[config.mk]
export PLATFORM = sky130hd
export DESIGN_NAME = cxalu_skid
export DESIGN_NICKNAME = d
export VERILOG_FILES = /design/src/rtl/cxalu_skid.sv
export SDC_FILE = /design/constraint.sdc
export NUM_CORES = 1
export LEC_CHECK = 0
export BUFFER_PORTS_ARGS = -buffer_cell sky130_fd_sc_hd__buf_2
export CAP_MARGIN = 40
export CORE_MARGIN = 10
export CORE_UTILIZATION = 47
export DETAILED_ROUTE_END_ITERATION = 10
export GPL_TIMING_DRIVEN = 0
export PLACE_DENSITY_LB_ADDON = 0.08
export SKIP_CTS_REPAIR_TIMING = 1
export SLEW_MARGIN = 20
export SYNTH_ARGS = -nofsm -noshare
export SYNTH_HDL_FRONTEND = slang
export SYNTH_SLANG_ARGS = --single-unit
[constraint.sdc]
create_clock -name clk -period 1.75 [get_ports clk]
set_input_delay 0.525 -clock clk [delete_from_list [all_inputs] [get_ports clk]]
set_output_delay 0.525 -clock clk [all_outputs]
set_load 0.005 [all_outputs]
[src/rtl/cxalu_skid.sv]
// Two-entry output buffer: registered ready toward the pipeline, registered word toward the sink.
// No dependencies.
module cxalu_skid #(
	parameter int unsigned W = 8
) (
	input  logic         clk,
	input  logic         arst_n,
	input  logic         push,
	input  logic [W-1:0] data,
	input  logic         ready,
	output logic         room,
	output logic         valid,
	output logic [W-1:0] word
);

	logic         main_v_q, spare_v_q;
	logic [W-1:0] main_q, spare_q;
	logic         take, push_ok;

	assign take    = !main_v_q || ready;
	assign push_ok = push && !spare_v_q;

	always_ff @(posedge clk or negedge arst_n) begin
		if (!arst_n) begin
			main_v_q  <= 1'b0;
			spare_v_q <= 1'b0;
		end else if (take) begin
			if (spare_v_q) begin
				main_v_q  <= 1'b1;
				spare_v_q <= 1'b0;
			end else begin
				main_v_q <= push_ok;
			end
		end else if (push_ok) begin
			spare_v_q <= 1'b1;
		end
	end

	always_ff @(posedge clk) begin
		if (take) begin
			main_q <= spare_v_q ? spare_q : data;
		end else if (push_ok) begin
			spare_q <= data;
		end
	end

	assign room  = !spare_v_q;
	assign valid = main_v_q;
	assign word  = main_q;

endmodule

=== Word level (Yosys, flattened, before mapping) ===
Index checks and enable logic that the tools add are counted.

* Mux-type cells: 4
* Bitwise gates (word level): 1
* Reductions and logical operators: 6

{| class="wikitable"
|+ Operator list
! operator !! count
|-
| $mux 8 || 1
|-
| $mux 1 || 3
|-
| $logic_not 1->1 || 2
|-
| $reduce_and 2->1 || 1
|-
| $reduce_bool 2->1 || 1
|-
| $logic_and 1x1->1 || 1
|-
| $logic_or 1x1->1 || 1
|-
| $not 1->1 || 1
|}

* Flip-flop bits (word level): 18
* Bits of input ports: 12
* Output and inout bits: 10
* Word-level logic and storage cells: 15

=== Logic depth before layout (Yosys ltp) ===
Gate-level depths: netlist (run 1).

* Depth in word-level cells: 4
* Depth in mapped cells: 3

=== Worst setup path before layout (run 1) ===
OpenSTA, ideal clock, no wires.

* Path kind: in2reg
* Start: in ready
* End: reg spare_q[0] (enable)
* Setup time: 385 ps
* Arrival time: 1410 ps
* Required time: 1365 ps
* Path slack: -45 ps
* Stages on the path: 2
* Buffers on the path: 0
* Cells stage by stage: nand2b_4 > nor3b_1

* Cells in the longest elaborated chain, start to end: 3

{| class="wikitable"
|+ RTL lines
! what !! RTL line !! text
|-
| start, declared || 10 || <nowiki>input logic ready,</nowiki>
|-
| $logic_or 1x1->1 || 20 || <nowiki>assign take = !main_v_q || ready;</nowiki>
|-
| $not 1->1 (no source line) || - ||
|-
| $reduce_and 2->1 (no source line) || - ||
|-
| end signal, assigned || 43 || <nowiki>spare_q <= data;</nowiki>
|-
| end, declared || 17 || <nowiki>logic [W-1:0] main_q, spare_q;</nowiki>
|}

Every way passes these cells.
A chain may end at the register's enable or synchronous reset.

=== Final worst setup path (run 1) ===
* Start: reg spare_v_q
* End: out room

* Cells in the longest elaborated chain, start to end: 1

{| class="wikitable"
|+ RTL lines
! what !! RTL line !! text
|-
| start, declared || 16 || <nowiki>logic main_v_q, spare_v_q;</nowiki>
|-
| start signal, assigned || 26 || <nowiki>spare_v_q <= 1'b0;</nowiki>
|-
| start signal, assigned || 30 || <nowiki>spare_v_q <= 1'b0;</nowiki>
|-
| start signal, assigned || 35 || <nowiki>spare_v_q <= 1'b1;</nowiki>
|-
| $logic_not 1->1 || 47 || <nowiki>assign room = !spare_v_q;</nowiki>
|-
| end, declared || 11 || <nowiki>output logic room,</nowiki>
|}

Every way passes these cells.

==> results of run 1 <==
==> worst max-delay path, cell delays in order (launching register included) <==
cell and delay, ns:
dfrtp_1 0.38, buf_6 0.18, inv_1 0.05, buf_2 0.12
==> stage by stage <==
step | TNS [ns] | cells | util, % | hold WS, ns
after global placement | -0.0378 | 69 | 61.0 | 0.309
final | 0 | 74 | 63.7 | 0.428
after global routing | 0 | 74 | 63.7 | 0.410
after detailed placement | -0.392 | 69 | 61.0 | 0.314
after CTS | 0 | 73 | 62.9 | 0.0117
after floorplan | 0 | 33 | - | 0.229
==> where the power goes <==
part	leakage, nW	switching, W	internal (W)
Sequential	0.177	0.00000917	0.000503
Combinational	0.168	0.0000440	0.0000559
Clock	0.0150	0.000113	0.0000883
==> worst min path at each step <==
stage / from / to / slack [ns]
CTS: arst_n / valid$_DFFE_PN0P_ / 0.01
finish: data[4] / spare_q[4]$_DFFE_PP_ / 0.43
floorplan: arst_n / spare_v_q$_DFFE_PN0P_ / 0.23
detailed placement: arst_n / valid$_DFFE_PN0P_ / 0.31
global route: data[6] / spare_q[6]$_DFFE_PP_ / 0.41
global placement: arst_n / valid$_DFFE_PN0P_ / 0.31
==> sequential cells by signal (all words and copies together) (netlist names) <==
register,cells
valid,1
word,8
spare_v_q,1
spare_q,8
==> cells by family after synthesis <==
group	count (synthesis)	synth area share, %
buffers and inverters	2	2.16
AND/OR/NAND/NOR	5	4.68
flip-flops	18	76.4
multiplexers	8	16.8
==> layer usage <==
metal / GRT usage, % / wire, microns / up-vias
met4: 1.01 / 0 / 0
met3: 3.43 / 85 / 0
met5: 0 / 0 / -
met2: 14.0 / 694 / 16
met1: 8.35 / 470 / 164
li1: - / - / 176
==> layout by cell type, fill, tap and decap left out <==
| cell type | netlist | routed |
|---|---|---|
| buf_2 | 0 | 21 |
| edfxtp_1 | 16 | 16 |
| mux2_4 | 7 | 7 |
| clkbuf_4 | 0 | 3 |
| nor2_1 | 2 | 2 |
| dfrtp_1 | 2 | 2 |
| buf_6 | 1 | 1 |
| inv_1 | 1 | 1 |
| nand2b_4 | 1 | 1 |
| nor3b_2 | 0 | 1 |
| nand2_1 | 1 | 1 |
| mux2_2 | 1 | 1 |
| clkbuf_1 | 0 | 1 |
| dlygate4sd3_1 | 0 | 1 |
==> layout make-up <==
cell class / count / area (sq um) / share of cell area (%)
Multi-Input combinational cell: 13 / 154 / 17.9
Buffer: 1 / 11.3 / 1.31
Sequential cell: 18 / 531 / 61.7
Tap cell: 15 / 18.8 / 2.18
Clock buffer: 4 / 26.3 / 3.06
Inverter: 1 / 3.75 / 0.437
Timing Repair Buffer: 22 / 115 / 13.4
==> results_dict.tcl, run 1 <==
set metrics [dict create \
    status "complete, no violations" \
    core_area_sq_um 1350 \
    top_level_ports 22 \
    max_cap_viol_count 0 \
    fin_crit_ns 1.53 \
    track_usage_pct 7.78 \
    syn_nets 45 \
    clockBufferDepth 2 \
    wire_per_inst_microns 16.9 \
    vias_per_cell 4.81 \
    synth_ff_type "edfxtp_1" \
    drive_above_1_share_pct 59.3 \
    syn_to_final_growth_pct 23.8 \
    die_area_sq_um 3420 \
    synth_commonest_cells "16 x edfxtp_1, 7 x mux2_4, 2 x dfrtp_1, 2 x nor2_1" \
    cp_max_fo 10 \
    place_area_sq_um 823 \
    antenna_found_initial 0 \
    syn-mean-instance-area_sq_um 21.0 \
    yosys.area.top_type_share_pct 69.2 \
    skew_ns 0.00942 \
    ys_warn_count 0 \
    place_ws_ns -0.0494 \
    rsz0062_at_grt "false" \
    final_area_sq_um 860 \
    clock_latency_ns 0.28 \
    r2r-end "spare_q[3]$_DFFE_PP_" \
    place.gp.congestion 0.670 \
    tightest_slew_ns 0.633 \
    hold_path_class "input port to flip-flop" \
    hold_viol_final 0 \
    fin_crit_sh_pct 87.7 \
    syn_area_sq_um 694 \
    wl_mm 1.25 \
    hold_depth 1 \
    drc 0 \
    crit_end "room" \
    row_count 13 \
    clk_pin_slew_ns 0.10 \
    overflow 0 \
    leakagePower_nw 0.360 \
    yosysMostFrequentCell "edfxtp_1" \
    critical_path_class "flip-flop to output pin" \
    p_total_w 0.000814 \
    start_util_pct 51.4 \
    synth_seq_cells 18 \
    cp.required_ns 1.22 \
    htree_levels 1 \
    seq_area_frac_synth_pct 76.4 \
    final_nets 72 \
    die_h_microns 58.4 \
    antenna_cells 0 \
    dr.pass1.iters 1 \
    antenna_left 0 \
    grt_pass1_wl_mm 2.04 \
    synth_area_leaders "edfxtp_1 69%, mux2_4 15%, dfrtp_1 7.2%, nand2b_4 2.0%, buf_6 1.6%" \
    crit_arrival_ns 1.01 \
    fillers 110 \
    cts_root_buffer "clkbuf_4" \
    fmax_ghz 0.652 \
    cts_tree "done" \
    ff2ff_path_depth 2 \
    end_kind "output pin" \
    cts.sinks 18 \
    r2r-start "spare_v_q$_DFFE_PN0P_" \
    synthArstFlopShare_pct 11.1 \
    grt_pass1_vias 412 \
    ir_worst_vdd_mv 0.531 \
    port-buffer-count 21 \
    yosys.area.top_type "edfxtp_1" \
    setup_ws_ns 0.215 \
    slew_headroom_pct 57.6 \
    drtIter0Drc 0 \
    r2r_slack_ns 0.28 \
    final-max-slew-violation-count 0 \
    syn_inst 33 \
    worst_setup_path_start_kind "flip-flop" \
    cts_inserted_buffers 3 \
    synth_edf_count 16 \
    vias 356 \
    power_density_nw_per_um2 947 \
    ys_types 10 \
    setup_violations 0 \
    grt_max_degree 12 \
    cp-startpoint "spare_v_q$_DFFE_PN0P_" \
    die_w_microns 58.4 \
]
No activity file was read; power rests on OpenSTA's default activity.
==> run 2: changes to the inputs <==
--- a/config.mk
+++ b/config.mk
@@ -5,6 +5,7 @@
 export SDC_FILE = /design/constraint.sdc
 export NUM_CORES = 1
 export LEC_CHECK = 0
+export ABC_AREA = 1
 export BUFFER_PORTS_ARGS = -buffer_cell sky130_fd_sc_hd__buf_2
 export CAP_MARGIN = 40
 export CORE_MARGIN = 10
==> run 2 against run 1 <==
Compared with the run above: sequential cell count unchanged; synthesized cell count grew 55%; first-iteration DRC count up 9; global-route usage is 0.79 points lower; maximum frequency decreased by 0.87%; routed wire length shrank 4.4%; worst setup slack worse by 0.013 ns; via count is 20% higher; largest cell class unchanged.
==> results_dict.tcl, run 2 <==
set metrics [dict create \
    seq_area_sq_um 531 \
    synth_area_leaders "edfxtp_1 71%, nand2_1 14%, dfrtp_1 7.4%, nor2_2 1.8%, buf_6 1.7%" \
    dpl.cell_count 87 \
    antenna_left 0 \
    muxShareOfSynthArea_pct 0 \
    fillers 115 \
    min-delay-start "data[2]" \
    antenna_cells 0 \
    die_h_microns 58.0 \
    vias_per_cell 4.63 \
    max_cap_viol_count 0 \
    die_area_sq_um 3360 \
    fin_util_pct 62.8 \
    overflow 0 \
    ff2ff_path_depth 2 \
    ys_types 9 \
    worst_setup_path_start_kind "flip-flop" \
    cts.sinks 18 \
    wl_mm 1.20 \
    die_w_microns 58.0 \
    place_area_sq_um 801 \
    grt_use_met1_pct 9.28 \
    synth_seq_cells 18 \
    row_count 13 \
    fin_crit_sh_pct 88.5 \
    yosys.area.top_type_share_pct 71.0 \
    drc 0 \
    synth_top_family_by_area "simple AND/OR/NAND/NOR gates" \
    final.setup.tns_ns 0 \
    power_density_nw_per_um2 970 \
    place.gp.congestion 0.671 \
    final-max-slew-violation-count 0 \
    grt_util_met3_pct 4.14 \
    drive_above_1_share_pct 37.7 \
    top_level_ports 22 \
    cp-startpoint "spare_v_q$_DFFE_PN0P_" \
    synth_ff_type "edfxtp_1" \
    status "complete, no violations" \
    track_usage_pct 6.98 \
    cts_root_buffer "clkbuf_4" \
    cp_max_fo 10 \
    htree_levels 1 \
    cp.required_ns 1.22 \
    clk_pin_slew_ns 0.10 \
    grt_max_degree 12 \
    port-buffer-count 21 \
    critical_path_class "flip-flop to output pin" \
    final_area_sq_um 837 \
    grt_pass1_wl_mm 1.86 \
    cts_tree "done" \
    dr.pass1.iters 4 \
    synth_fa_ha_area_share_pct 0 \
    wire_per_inst_microns 13.0 \
    clockBufferDepth 2 \
    multi_input_area_sq_um 120 \
    leakagePower_nw 0.379 \
    setup_ws_ns 0.202 \
    skew_ns 0.00500 \
    slew_headroom_pct 71.1 \
    setup_violations 0 \
    ys_warn_count 0 \
    synthArstFlopShare_pct 11.1 \
    yosys.area.top_type "edfxtp_1" \
    syn_nets 63 \
    final_cells 92 \
    layout_commonest_cell "nand2_1" \
    seq_area_frac_synth_pct 78.4 \
    hold_path_class "input port to flip-flop" \
    yosys.area_share.simple_pct 17.7 \
    hold_depth 1 \
    rsz0062_at_grt "false" \
    drtIter0Drc 9 \
    syn_area_sq_um 677 \
    top_usage_layer "met1" \
    crit_arrival_ns 1.02 \
    hold_viol_final 0 \
    syn_inst 51 \
    grt_use_met2_pct 8.28 \
    syn_to_final_growth_pct 23.7 \
    core_area_sq_um 1330 \
    ir_worst_vdd_mv 0.561 \
    cts_inserted_buffers 3 \
    antenna_found_initial 0 \
    vias 426 \
    grt_pass1_vias 429 \
    start_util_pct 50.8 \
    tightest_slew_ns 0.433 \
    synthXorXnorAreaFrac_pct 0 \
    place_ws_ns 0.0207 \
    end_kind "output pin" \
    synth-compound-area-share_pct 0 \
    fin_crit_ns 1.55 \
    syn-mean-instance-area_sq_um 13.3 \
    dpl.hpwl_microns 911 \
    final_cell_mix "26 x nand2_1, 21 x buf_2, 16 x edfxtp_1, 3 x clkbuf_4" \
    final_nets 90 \
    clock_latency_ns 0.29 \
    yosysMostFrequentCell "nand2_1" \
    r2r-start "valid$_DFFE_PN0P_" \
    synth_edf_count 16 \
    synth_commonest_cells "26 x nand2_1, 16 x edfxtp_1, 2 x dfrtp_1, 2 x nor2_2" \
    fmax_ghz 0.646 \
]
[run 2: cell types whose count changed after synthesis, sizes merged]
cell,previous run,this run
nand2b,1,0
mux2,8,0
nor2,2,3
nor3b,1,0
nand2,1,27
inv,1,2
[run 2: worst paths after layout]
check	end	slack [ns]
max	room	0.20
min	spare_q[2]$_DFFE_PP_	0.42
max reg2reg	spare_q[0]$_DFFE_PP_	0.37
min reg2reg	word[4]$_DFFE_PP_	0.52
max in group asynchronous	valid$_DFFE_PN0P_	1.11
min in group asynchronous	spare_v_q$_DFFE_PN0P_	0.55
[run 2: per-stage QoR]
| step | hold WS, ns | power, W |
|---|---|---|
| after floorplan | 0.229 | 0.000569 |
| after global placement | 0.310 | 0.000616 |
| after detailed placement | 0.311 | 0.000619 |
| after CTS | -0.00785 | 0.000820 |
| after global routing | 0.414 | 0.000851 |
| final | 0.419 | 0.000812 |
[run 2: cell type report]
type / instances / area share, %
Clock inverter: 1 / 0.448
Timing Repair Buffer: 22 / 13.8
Tap cell: 15 / 2.24
Buffer: 1 / 1.35
Clock buffer: 3 / 2.69
Sequential cell: 18 / 63.4
Inverter: 2 / 1.79
Multi-Input combinational cell: 30 / 14.3
[run 2: logic make-up (layout without fill, tap and decap cells)]
logic type    count (synthesis)  after routing
buf+inv                       3             29
flops                        18             18
simple gates                 30             30
[run 2: critical path, cell delays in order, from the launching register on]
cell	delay (ns)
dfrtp_1	0.39
buf_6	0.15
inv_8	0.08
buf_2	0.11
[run 2: routing by layer]
layer	wire, microns	vias to the layer above
met5	0	-
met4	0	0
met3	159	0
met2	428	27
met1	607	180
li1	-	219
[run 2: report_power, final]
part | internal (W) | switching, W
combinational | 0.0000402 | 0.0000550
clock | 0.0000829 | 0.000121
sequential | 0.000506 | 0.00000739
total | 0.000629 | 0.000183
