--- config.mk ---
export PLATFORM = sky130hd
export DESIGN_NAME = cxalu_tail
export DESIGN_NICKNAME = d
export VERILOG_FILES = /design/src/rtl/cxalu_pkg.sv /design/src/rtl/cxalu_tail.sv
export SDC_FILE = /design/constraint.sdc
export NUM_CORES = 2
export LEC_CHECK = 0
export BUFFER_PORTS_ARGS = -buffer_cell sky130_fd_sc_hd__buf_4
export CAP_MARGIN = 10
export CORE_MARGIN = 5
export CORE_UTILIZATION = 45
export CTS_CLUSTER_DIAMETER = 200
export DETAILED_ROUTE_END_ITERATION = 6
export GPL_ROUTABILITY_DRIVEN = 0
export PLACE_DENSITY = 0.63
export REMOVE_ABC_BUFFERS = 1
export SYNTH_ARGS = -nofsm -noshare
export SYNTH_HDL_FRONTEND = slang
export SYNTH_SLANG_ARGS = --single-unit
--- constraint.sdc ---
create_clock -name clk -period 6.3 [get_ports clk]
set_clock_uncertainty 0.05 [all_clocks]
set_input_delay 0.315 -clock clk [delete_from_list [all_inputs] [get_ports clk]]
set_output_delay 0.315 -clock clk [all_outputs]
set_load 0.005 [all_outputs]
--- src/rtl/cxalu_pkg.sv ---
// Shared constants, operation codes and the CORDIC arctangent table for the complex ALU.
// No dependencies; the files that use it refer to it by scoped names.
package cxalu_pkg;

	localparam int unsigned DATA_WIDTH_DEF    = 16;
	localparam int unsigned FRAC_BITS_DEF     = 12;
	localparam int unsigned CORDIC_STAGES_DEF = 16;

	localparam int unsigned FUNC_W     = 3;
	localparam int unsigned GUARD      = 2;
	localparam int unsigned ANG_BITS   = 30;
	// signed angle, |z| < 4 rad
	localparam int unsigned ANG_W      = ANG_BITS + 3;
	localparam int unsigned GAIN_W     = 30;
	localparam int unsigned GAIN_SPLIT = 15;

	localparam logic [ANG_BITS:0] HALF_PI  = 31'd1686629713;
	localparam logic [GAIN_W-1:0] INV_GAIN = 30'd652032874;

	typedef logic [FUNC_W-1:0] func_t;

	localparam func_t FN_ADD   = 3'd0;
	localparam func_t FN_SUB   = 3'd1;
	localparam func_t FN_MUL   = 3'd2;
	localparam func_t FN_SCALE = 3'd3;
	localparam func_t FN_EQ    = 3'd4;
	localparam func_t FN_POLAR = 3'd5;

	// atan(2^-i), 30 fraction bits, rounded to nearest
	function automatic logic [ANG_BITS:0] atan_q30(input int unsigned i);
		logic [ANG_BITS:0] r;
		case (i)
			0: r = 31'd843314857;
			1: r = 31'd497837829;
			2: r = 31'd263043837;
			3: r = 31'd133525159;
			4: r = 31'd67021687;
			5: r = 31'd33543516;
			6: r = 31'd16775851;
			7: r = 31'd8388437;
			8: r = 31'd4194283;
			9: r = 31'd2097149;
			default: r = (i <= ANG_BITS) ? (31'd1 << (ANG_BITS - i)) : '0;
		endcase
		return r;
	endfunction

endpackage

--- src/rtl/cxalu_tail.sv ---
// Two-stage finishing unit: products and sums, then rounding, saturation and polar scaling.
// Depends on cxalu_pkg for codes and CORDIC constants.
module cxalu_tail #(
	parameter int unsigned DW = 16,
	parameter int unsigned FW = 12,
	parameter int unsigned XW = 21
) (
	input  logic                                clk,
	input  logic                                arst_n,
	input  logic                                en,
	input  logic                                valid,
	input  cxalu_pkg::func_t                    func,
	input  logic signed [DW-1:0]                a_re,
	input  logic signed [DW-1:0]                a_im,
	input  logic signed [DW-1:0]                b_re,
	input  logic signed [DW-1:0]                b_im,
	input  logic signed [DW-1:0]                scale,
	input  logic signed [XW-1:0]                x,
	input  logic signed [cxalu_pkg::ANG_W-1:0]  z,
	output logic                                res_valid,
	output logic signed [DW-1:0]                res_re,
	output logic signed [DW-1:0]                res_im,
	output logic                                is_equal,
	output logic        [DW-1:0]                magnitude,
	output logic signed [DW-1:0]                phase,
	output logic                                overflow
);

	localparam int unsigned PW    = 2 * DW;
	localparam int unsigned PF    = DW - 3;
	localparam int unsigned ZW    = cxalu_pkg::ANG_W;
	localparam int unsigned GS    = cxalu_pkg::GAIN_SPLIT;
	localparam int unsigned GHW   = cxalu_pkg::GAIN_W - GS;
	localparam int unsigned MW    = XW + GS + 1;
	localparam int unsigned FULLW = XW + cxalu_pkg::GAIN_W + 2;
	localparam int unsigned MSH   = cxalu_pkg::ANG_BITS + cxalu_pkg::GUARD;

	localparam logic signed [GS:0]   GLO = {1'b0, cxalu_pkg::INV_GAIN[GS-1:0]};
	localparam logic signed [GHW:0]  GHI = {1'b0, cxalu_pkg::INV_GAIN[cxalu_pkg::GAIN_W-1:GS]};
	localparam logic signed [ZW-1:0] ZRND = ZW'(64'd1 << (cxalu_pkg::ANG_BITS - 1 - PF));
	localparam logic signed [PW+1:0] HALF = (PW+2)'(64'd1 << (FW - 1));
	localparam logic signed [PW+1:0] LIM_HI = {{(PW+3-DW){1'b0}}, {(DW-1){1'b1}}};
	localparam logic signed [PW+1:0] LIM_LO = {{(PW+3-DW){1'b1}}, {(DW-1){1'b0}}};
	localparam logic signed [FULLW-1:0] MRND = FULLW'(64'd1 << (MSH - 1));
	localparam logic signed [FULLW-1:0] MAG_MAX = {{(FULLW-DW){1'b0}}, {DW{1'b1}}};

	function automatic logic [DW:0] sat_w(input logic signed [PW+1:0] v);
		logic [DW:0] r;
		if (v > LIM_HI) begin
			r = {1'b1, LIM_HI[DW-1:0]};
		end else if (v < LIM_LO) begin
			r = {1'b1, LIM_LO[DW-1:0]};
		end else begin
			r = {1'b0, v[DW-1:0]};
		end
		return r;
	endfunction

	// stage 1
	logic signed [DW-1:0] op_b;
	logic signed [DW:0]   sum_re, sum_im;
	logic signed [ZW-1:0] z_r;

	logic                  valid_s1;
	cxalu_pkg::func_t      func_s1;
	logic signed [PW-1:0]  p1_s1, p2_s1, p3_s1, p4_s1;
	logic signed [DW:0]    sum_re_s1, sum_im_s1;
	logic                  eq_s1, zero_s1;
	logic signed [MW-1:0]  ml_s1, mh_s1;
	logic signed [DW-1:0]  phase_s1;

	always_comb begin
		op_b = (func == cxalu_pkg::FN_SCALE) ? scale : b_re;
		if (func == cxalu_pkg::FN_SUB) begin
			sum_re = (DW+1)'(a_re) - (DW+1)'(b_re);
			sum_im = (DW+1)'(a_im) - (DW+1)'(b_im);
		end else begin
			sum_re = (DW+1)'(a_re) + (DW+1)'(b_re);
			sum_im = (DW+1)'(a_im) + (DW+1)'(b_im);
		end
		z_r = (z + ZRND) >>> (cxalu_pkg::ANG_BITS - PF);
	end

	always_ff @(posedge clk or negedge arst_n) begin
		if (!arst_n) begin
			valid_s1 <= 1'b0;
		end else if (en) begin
			valid_s1 <= valid;
		end
	end

	always_ff @(posedge clk) begin
		if (en) begin
			func_s1   <= func;
			p1_s1     <= PW'(a_re) * PW'(op_b);
			p2_s1     <= PW'(a_im) * PW'(b_im);
			p3_s1     <= PW'(a_re) * PW'(b_im);
			p4_s1     <= PW'(a_im) * PW'(op_b);
			sum_re_s1 <= sum_re;
			sum_im_s1 <= sum_im;
			eq_s1     <= (a_re == b_re) && (a_im == b_im);
			zero_s1   <= (a_re == '0) && (a_im == '0);
			ml_s1     <= MW'(x) * MW'(GLO);
			mh_s1     <= MW'(x) * MW'(GHI);
			phase_s1  <= z_r[DW-1:0];
		end
	end

	// stage 2
	logic signed [PW+1:0]    re_w, im_w, re_r, im_r;
	logic signed [FULLW-1:0] mag_w, mag_sh;
	logic        [DW:0]      sat_re, sat_im;
	logic signed [DW-1:0]    re_d, im_d, ph_d;
	logic        [DW-1:0]    mag_d;
	logic                    eq_d, ov_d;

	always_comb begin
		if (func_s1 == cxalu_pkg::FN_MUL) begin
			re_w = (PW+2)'(p1_s1) - (PW+2)'(p2_s1);
			im_w = (PW+2)'(p3_s1) + (PW+2)'(p4_s1);
		end else begin
			re_w = (PW+2)'(p1_s1);
			im_w = (PW+2)'(p4_s1);
		end
		re_r = (re_w + HALF) >>> FW;
		im_r = (im_w + HALF) >>> FW;

		mag_w  = (FULLW'(mh_s1) <<< GS) + FULLW'(ml_s1) + MRND;
		mag_sh = mag_w >>> MSH;

		sat_re = '0;
		sat_im = '0;
		re_d   = '0;
		im_d   = '0;
		eq_d   = 1'b0;
		mag_d  = '0;
		ph_d   = '0;
		ov_d   = 1'b0;
		case (func_s1) inside
			cxalu_pkg::FN_ADD, cxalu_pkg::FN_SUB: begin
				sat_re = sat_w({{(PW+1-DW){sum_re_s1[DW]}}, sum_re_s1});
				sat_im = sat_w({{(PW+1-DW){sum_im_s1[DW]}}, sum_im_s1});
				re_d   = sat_re[DW-1:0];
				im_d   = sat_im[DW-1:0];
				ov_d   = sat_re[DW] | sat_im[DW];
			end
			cxalu_pkg::FN_MUL, cxalu_pkg::FN_SCALE: begin
				sat_re = sat_w(re_r);
				sat_im = sat_w(im_r);
				re_d   = sat_re[DW-1:0];
				im_d   = sat_im[DW-1:0];
				ov_d   = sat_re[DW] | sat_im[DW];
			end
			cxalu_pkg::FN_EQ: begin
				eq_d = eq_s1;
			end
			cxalu_pkg::FN_POLAR: begin
				if (!zero_s1) begin
					if (mag_sh[FULLW-1]) begin
						mag_d = '0;
					end else if (mag_sh > MAG_MAX) begin
						mag_d = '1;
					end else begin
						mag_d = mag_sh[DW-1:0];
					end
					ph_d = phase_s1;
				end
			end
			default: begin
			end
		endcase
	end

	logic                 valid_s2;
	logic signed [DW-1:0] re_s2, im_s2, ph_s2;
	logic        [DW-1:0] mag_s2;
	logic                 eq_s2, ov_s2;

	always_ff @(posedge clk or negedge arst_n) begin
		if (!arst_n) begin
			valid_s2 <= 1'b0;
		end else if (en) begin
			valid_s2 <= valid_s1;
		end
	end

	always_ff @(posedge clk) begin
		if (en) begin
			re_s2  <= re_d;
			im_s2  <= im_d;
			eq_s2  <= eq_d;
			mag_s2 <= mag_d;
			ph_s2  <= ph_d;
			ov_s2  <= ov_d;
		end
	end

	assign res_valid = valid_s2;
	assign res_re    = re_s2;
	assign res_im    = im_s2;
	assign is_equal  = eq_s2;
	assign magnitude = mag_s2;
	assign phase     = ph_s2;
	assign overflow  = ov_s2;

endmodule

# --- Word level (Yosys, flattened, before mapping) ---
# Cells that the tools add are included.
op_classes:
  multipliers: 6
  n_mux: 26
  bitwise_logic: 4
  eq_ne: 9
  order_cmp: 9
  add_sub_neg: 11
  n_reduce_logical: 10
op_table:
  columns: ["cell", "count"]
  rows:
  - ["two-way mux 17 bit", 16]
  - ["multiplier 16 x 16 -> 32 bit", 4]
  - ["two-way mux 16 bit", 6]
  - ["adder 34 x 13 -> 34 bit, second input constant", 2]
  - ["two-way mux 34 bit", 2]
  - ["adder 52 x 36 -> 53 bit", 1]
  - ["adder 53 x 33 -> 53 bit, second input constant", 1]
  - ["> comparator 22 x 16 -> 1 bit, second input constant", 2]
  - ["< comparator 22 x 16 -> 1 bit, second input constant", 2]
  - ["multiplier 21 x 15 -> 36 bit, second input constant", 1]
  - ["multiplier 21 x 14 -> 35 bit, second input constant", 1]
  - ["adder 16 x 16 -> 17 bit", 2]
  - ["> comparator 17 x 16 -> 1 bit, second input constant", 2]
  - ["< comparator 17 x 16 -> 1 bit, second input constant", 2]
  - ["subtractor 16 x 16 -> 17 bit", 2]
  - ["adder 32 x 32 -> 33 bit", 1]
  - ["adder 33 x 18 -> 33 bit, second input constant", 1]
  - ["subtractor 32 x 32 -> 33 bit", 1]
  - ["equality test 16 bit", 2]
  - ["logical NOT 16 bit", 2]
  - ["> comparator 21 x 17 -> 1 bit, second input constant", 1]
  - ["equality test 3 x 2 -> 1 bit, second input constant", 3]
  - ["OR reduction 8 bit", 1]
  - ["OR reduction 7 bit", 1]
  - ["other kinds (9)", 16]
totals:
  out_inout_bits: 67
  in_bits: 141
  register_bits: 322

# --- Longest topological paths before layout ---
depth:
  depth_word: 11
  depth_mapped: 29

# --- Worst setup path after synthesis ---
# OpenSTA, ideal clock, no wires.
synth_path:
  kind: "input to register"
  startpoint: "in func[2]"
  endpoint: "reg p1_s1[30], data pin"
  arrival_ps: 6950
  path_slack_ps: -958
  setup_ps: 258
  required_ps: 5992
  path_stages: 27
  path_cell_list: "nand3b_1 buf_1 mux2_2 clkbuf_1 and2_1 fa_1 inv_1 fa_1 fa_1 inv_1 fa_1 fa_1 inv_1 fa_1 inv_1 ha_1 a21o_1 a21oi_1 nand3b_1 a211oi_1 nor3_1 o41a_1 o31ai_1 and2_1 o21bai_1 a21oi_1 xnor2_1"
synth_via:
  elab_chain_len: 3
synth_rtl:
  columns: ["item", "line_no", "text"]
  rows:
  - ["start, declared", "cxalu_tail.sv:12", "input cxalu_pkg::func_t func,"]
  - ["equality test 3 x 2 -> 1 bit", "cxalu_tail.sv:73", "op_b = (func == cxalu_pkg::FN_SCALE) ? scale : b_re;"]
  - ["two-way mux 16 bit", "cxalu_tail.sv:73", null]
  - ["multiplier 16 x 16 -> 32 bit", "cxalu_tail.sv:95", "p1_s1 <= PW'(a_re) * PW'(op_b);"]
  - ["end signal, assigned", "cxalu_tail.sv:95", null]
  - ["end, declared", "cxalu_tail.sv:66", "logic signed [PW-1:0] p1_s1, p2_s1, p3_s1, p4_s1;"]
# Every way passes these cells.
# A chain may end at the register's enable or synchronous reset.

# --- Worst setup path after layout ---
# Same ends and word-level chain as after synthesis.

==> run metrics <==
CTS Buffer Depth=3; final hold viol count=0; CTS clk-pin slew, worst paths=0.06 ns; post-synthesis simple-gate area fraction=13.1%; Critical Path Sink=p1_s1[30]; worst path required time=6.60 ns; max-cap viol count=0; mux cell area share after synthesis=0.729%; largest family of logic cells by synthesized area=adder cells; worst setup margin=-0.224 ns; Total GRT Usage=25.8%; Post-Route WL=211 mm; CTS tree=built; RSZ-0062 raised after global routing=true; chip width=405 µm; Post-route DRC=0; Post-Synthesis Cell Area=70100 µm²; Clock Latency Late Sink=0.63 ns; post-layout min period=6.52 ns; Setup CP Type=input port to flop; routed via count=54700; Synth Area in Adders=50.7%; failing checks=setup timing; Ys Warns=0; Register Area=9210 µm²; distinct cell type count after synthesis=90; syn_area_per_cell=9.49 µm²; RR Endpoint=res_im[8]; final setup fails=8; vias in the first global route=57800; area grow syn2layout=18.0%; #FFs+latches synth=307; antenna violations before repair=20; sequential-to-total area share from yosys stat=13.1%; final hold slack=0.0865 ns; FF-to-FF path depth=17; Max FO, Critical Path=7; clock root buffer master=clkbuf_16; worst-margin pin slew=1.21 ns; Die Height=405 µm; crit end category=flop; FF-to-FF setup slack=0.89 ns; global route overflow=0; I/O pin total=208; H-tree depth=2; port bufs=191; DR iter-0 viols=3879; total CTS buffers=43; Sink Count=307; number of flops mapped to enable cells by yosys=305; final period utilization=104%; WP data arrival=6.82 ns; post-route ant nets=0; Async S/R FF share, synth=0.651%; vias per cell=5.30; Synth Area in XOR/XNOR=3.75%; status=complete, but fails checks; Worst Hold Class=input port to flop; Startpoint Class=input port; Core Rows=144; Cells after Synth=7385; Nets=10400; Multi-input gate area=54500 µm²; TritonRoute pass-1 iters=5; Max Clk Rate=153 MHz; Worst R2R Start=p4_s1[11]; wire per inst=20.4 µm; Fill cells=13900; DIE AREA=164000 µm²; start point of the critical path=func[2]; core area=154000 µm²; global-route wire length before repair=326 mm; initial core utilization=45.4%; Max-slew headroom=19.3%; Max Slew Vio Count=0; Compound-Gate Fraction of Synth Area=8.10%; layout cells sized above 1=16.4%; largest net degree at the start of global routing=122; hpwl dp=181 mm; Main synth FF type=edfxtp_1
[how the worst min path moves through the flow]
stage / from / end / slack, ns / cells after the start
global placement: arst_n / res_valid / 0.05 / 1
detailed placement: arst_n / res_valid / 0.05 / 1
global route: z[16] / phase_s1[6] / 0.07 / 3
floorplan: arst_n / res_valid / -0.03 / 0
CTS: z[16] / phase_s1[2] / 0.04 / 3
finish: z[16] / phase_s1[2] / 0.09 / 3
[repair_timing]
action                     in CTS  in global routing
pin swaps                      65                144
hold endpoints to repair       24                  0
gates resized for setup       113                204
gates cloned                    1                  0
setup endpoints to repair      24                 42
hold buffers                   25                  0
setup buffers                  16                 40
[cell families after synthesis]
group / count (synthesis)
buffers and inverters: 1948
muxes: 49
DFF: 307
xor gates and xnor gates: 300
AOI/OAI and AO/OA: 864
and+or+nand+nor: 1872
adders and majority gates: 2045
[layer usage]
layer / vias to the layer above / part of all wire [%] / routed length (µm) / GRT usage [%]
li1: 24800 / - / - / -
met1: 27400 / 40 / 84900 / 33.6
met2: 2000 / 47 / 98100 / 42.6
met3: 473 / 8.3 / 17500 / 5.09
met4: 6 / 4.8 / 10100 / 10.3
met5: - / 0.018 / 37 / 0
[state kept, by name (all words and copies together) (netlist names), 3 cells and up]
signal     flops
mh_s1         36
p1_s1         32
p2_s1         32
p3_s1         32
p4_s1         32
ml_s1         20
sum_im_s1     17
sum_re_s1     17
magnitude     16
phase         16
phase_s1      16
res_im        16
res_re        16
func_s1        3
[metrics by stage]
| step | utilization (%) | TNS (ns) | cell area, µm² | worst slack (ns) | std cells |
|---|---|---|---|---|---|
| floorplan | - | -34.17 | 69000 | -1.85 | 7126 |
| global placement | 51.3 | -26.94 | 79300 | -1.18 | 10200 |
| detailed placement | 51.3 | -30.92 | 79300 | -1.20 | 10200 |
| CTS | 52.8 | -0.360 | 81600 | -0.143 | 10300 |
| global route | 53.5 | -2.56 | 82600 | -0.383 | 10300 |
| finish | 53.5 | -0.779 | 82600 | -0.224 | 10300 |
[Yosys cell counts, drive strengths merged (46+ instances only)]
| cell type | n | area, µm² |
|---|---|---|
| nand2b | 46 | 288 |
| ha | 725 | 9070 |
| fa | 1320 | 26400 |
| a21oi | 239 | 1200 |
| xor2 | 77 | 674 |
| o21ai | 153 | 766 |
| and2 | 403 | 2520 |
| clkbuf | 234 | 878 |
| nand3 | 92 | 465 |
| nand4 | 55 | 344 |
| nor2b | 71 | 444 |
| o21a | 63 | 473 |
| nand2 | 661 | 2480 |
| nor2 | 316 | 1190 |
| o21bai | 51 | 383 |
| inv | 1689 | 6340 |
| xnor2 | 223 | 1950 |
| nor3 | 76 | 380 |
| a21o | 111 | 833 |
| edfxtp | 305 | 9160 |
[critical path: stages]
cell	delay, ns
buf_6	0.09
nand3b_1	0.15
buf_6	0.14
buf_12	0.14
buf_8	0.14
mux2_4	0.32
and2_1	0.19
fa_1	0.56
fa_1	0.45
fa_1	0.58
fa_1	0.46
fa_1	0.51
inv_2	0.04
fa_1	0.48
inv_2	0.05
ha_4	0.21
a21o_1	0.19
a21oi_2	0.14
nand3b_1	0.11
a211oi_2	0.21
buf_4	0.15
nor3_2	0.05
o41a_1	0.43
o31ai_4	0.22
and2_4	0.18
o21bai_1	0.06
a21oi_1	0.18
xnor2_1	0.08
[placed cells by master, fill, tap and decap left out, types with 55 or more instances in the layout]
cell type  instances
a21o_1           111
a21oi_1          217
and2_1           384
buf_4            951
edfxtp_1         305
fa_1            1292
ha_1             699
inv_1           1661
nand2_1          648
nand3_1           86
nand4_1           55
nor2_1           311
nor2b_1           70
nor3_1            72
o21a_1            62
o21ai_0          135
xnor2_1          222
xor2_1            76
[final cells by class]
type | instances | share of cell area, %
Clock buffer | 49 | 1.33
Inverter | 1689 | 7.67
Tap cell | 2044 | 3.09
Clock inverter | 29 | 0.380
Multi-Input combinational cell | 5130 | 66.0
Timing Repair Buffer | 1055 | 10.4
Sequential cell | 307 | 11.1
Antenna cell | 10 | 0.0303
Power is not shown: default switching activity piles up to over one toggle a cycle in this logic, so the estimate is an artifact.
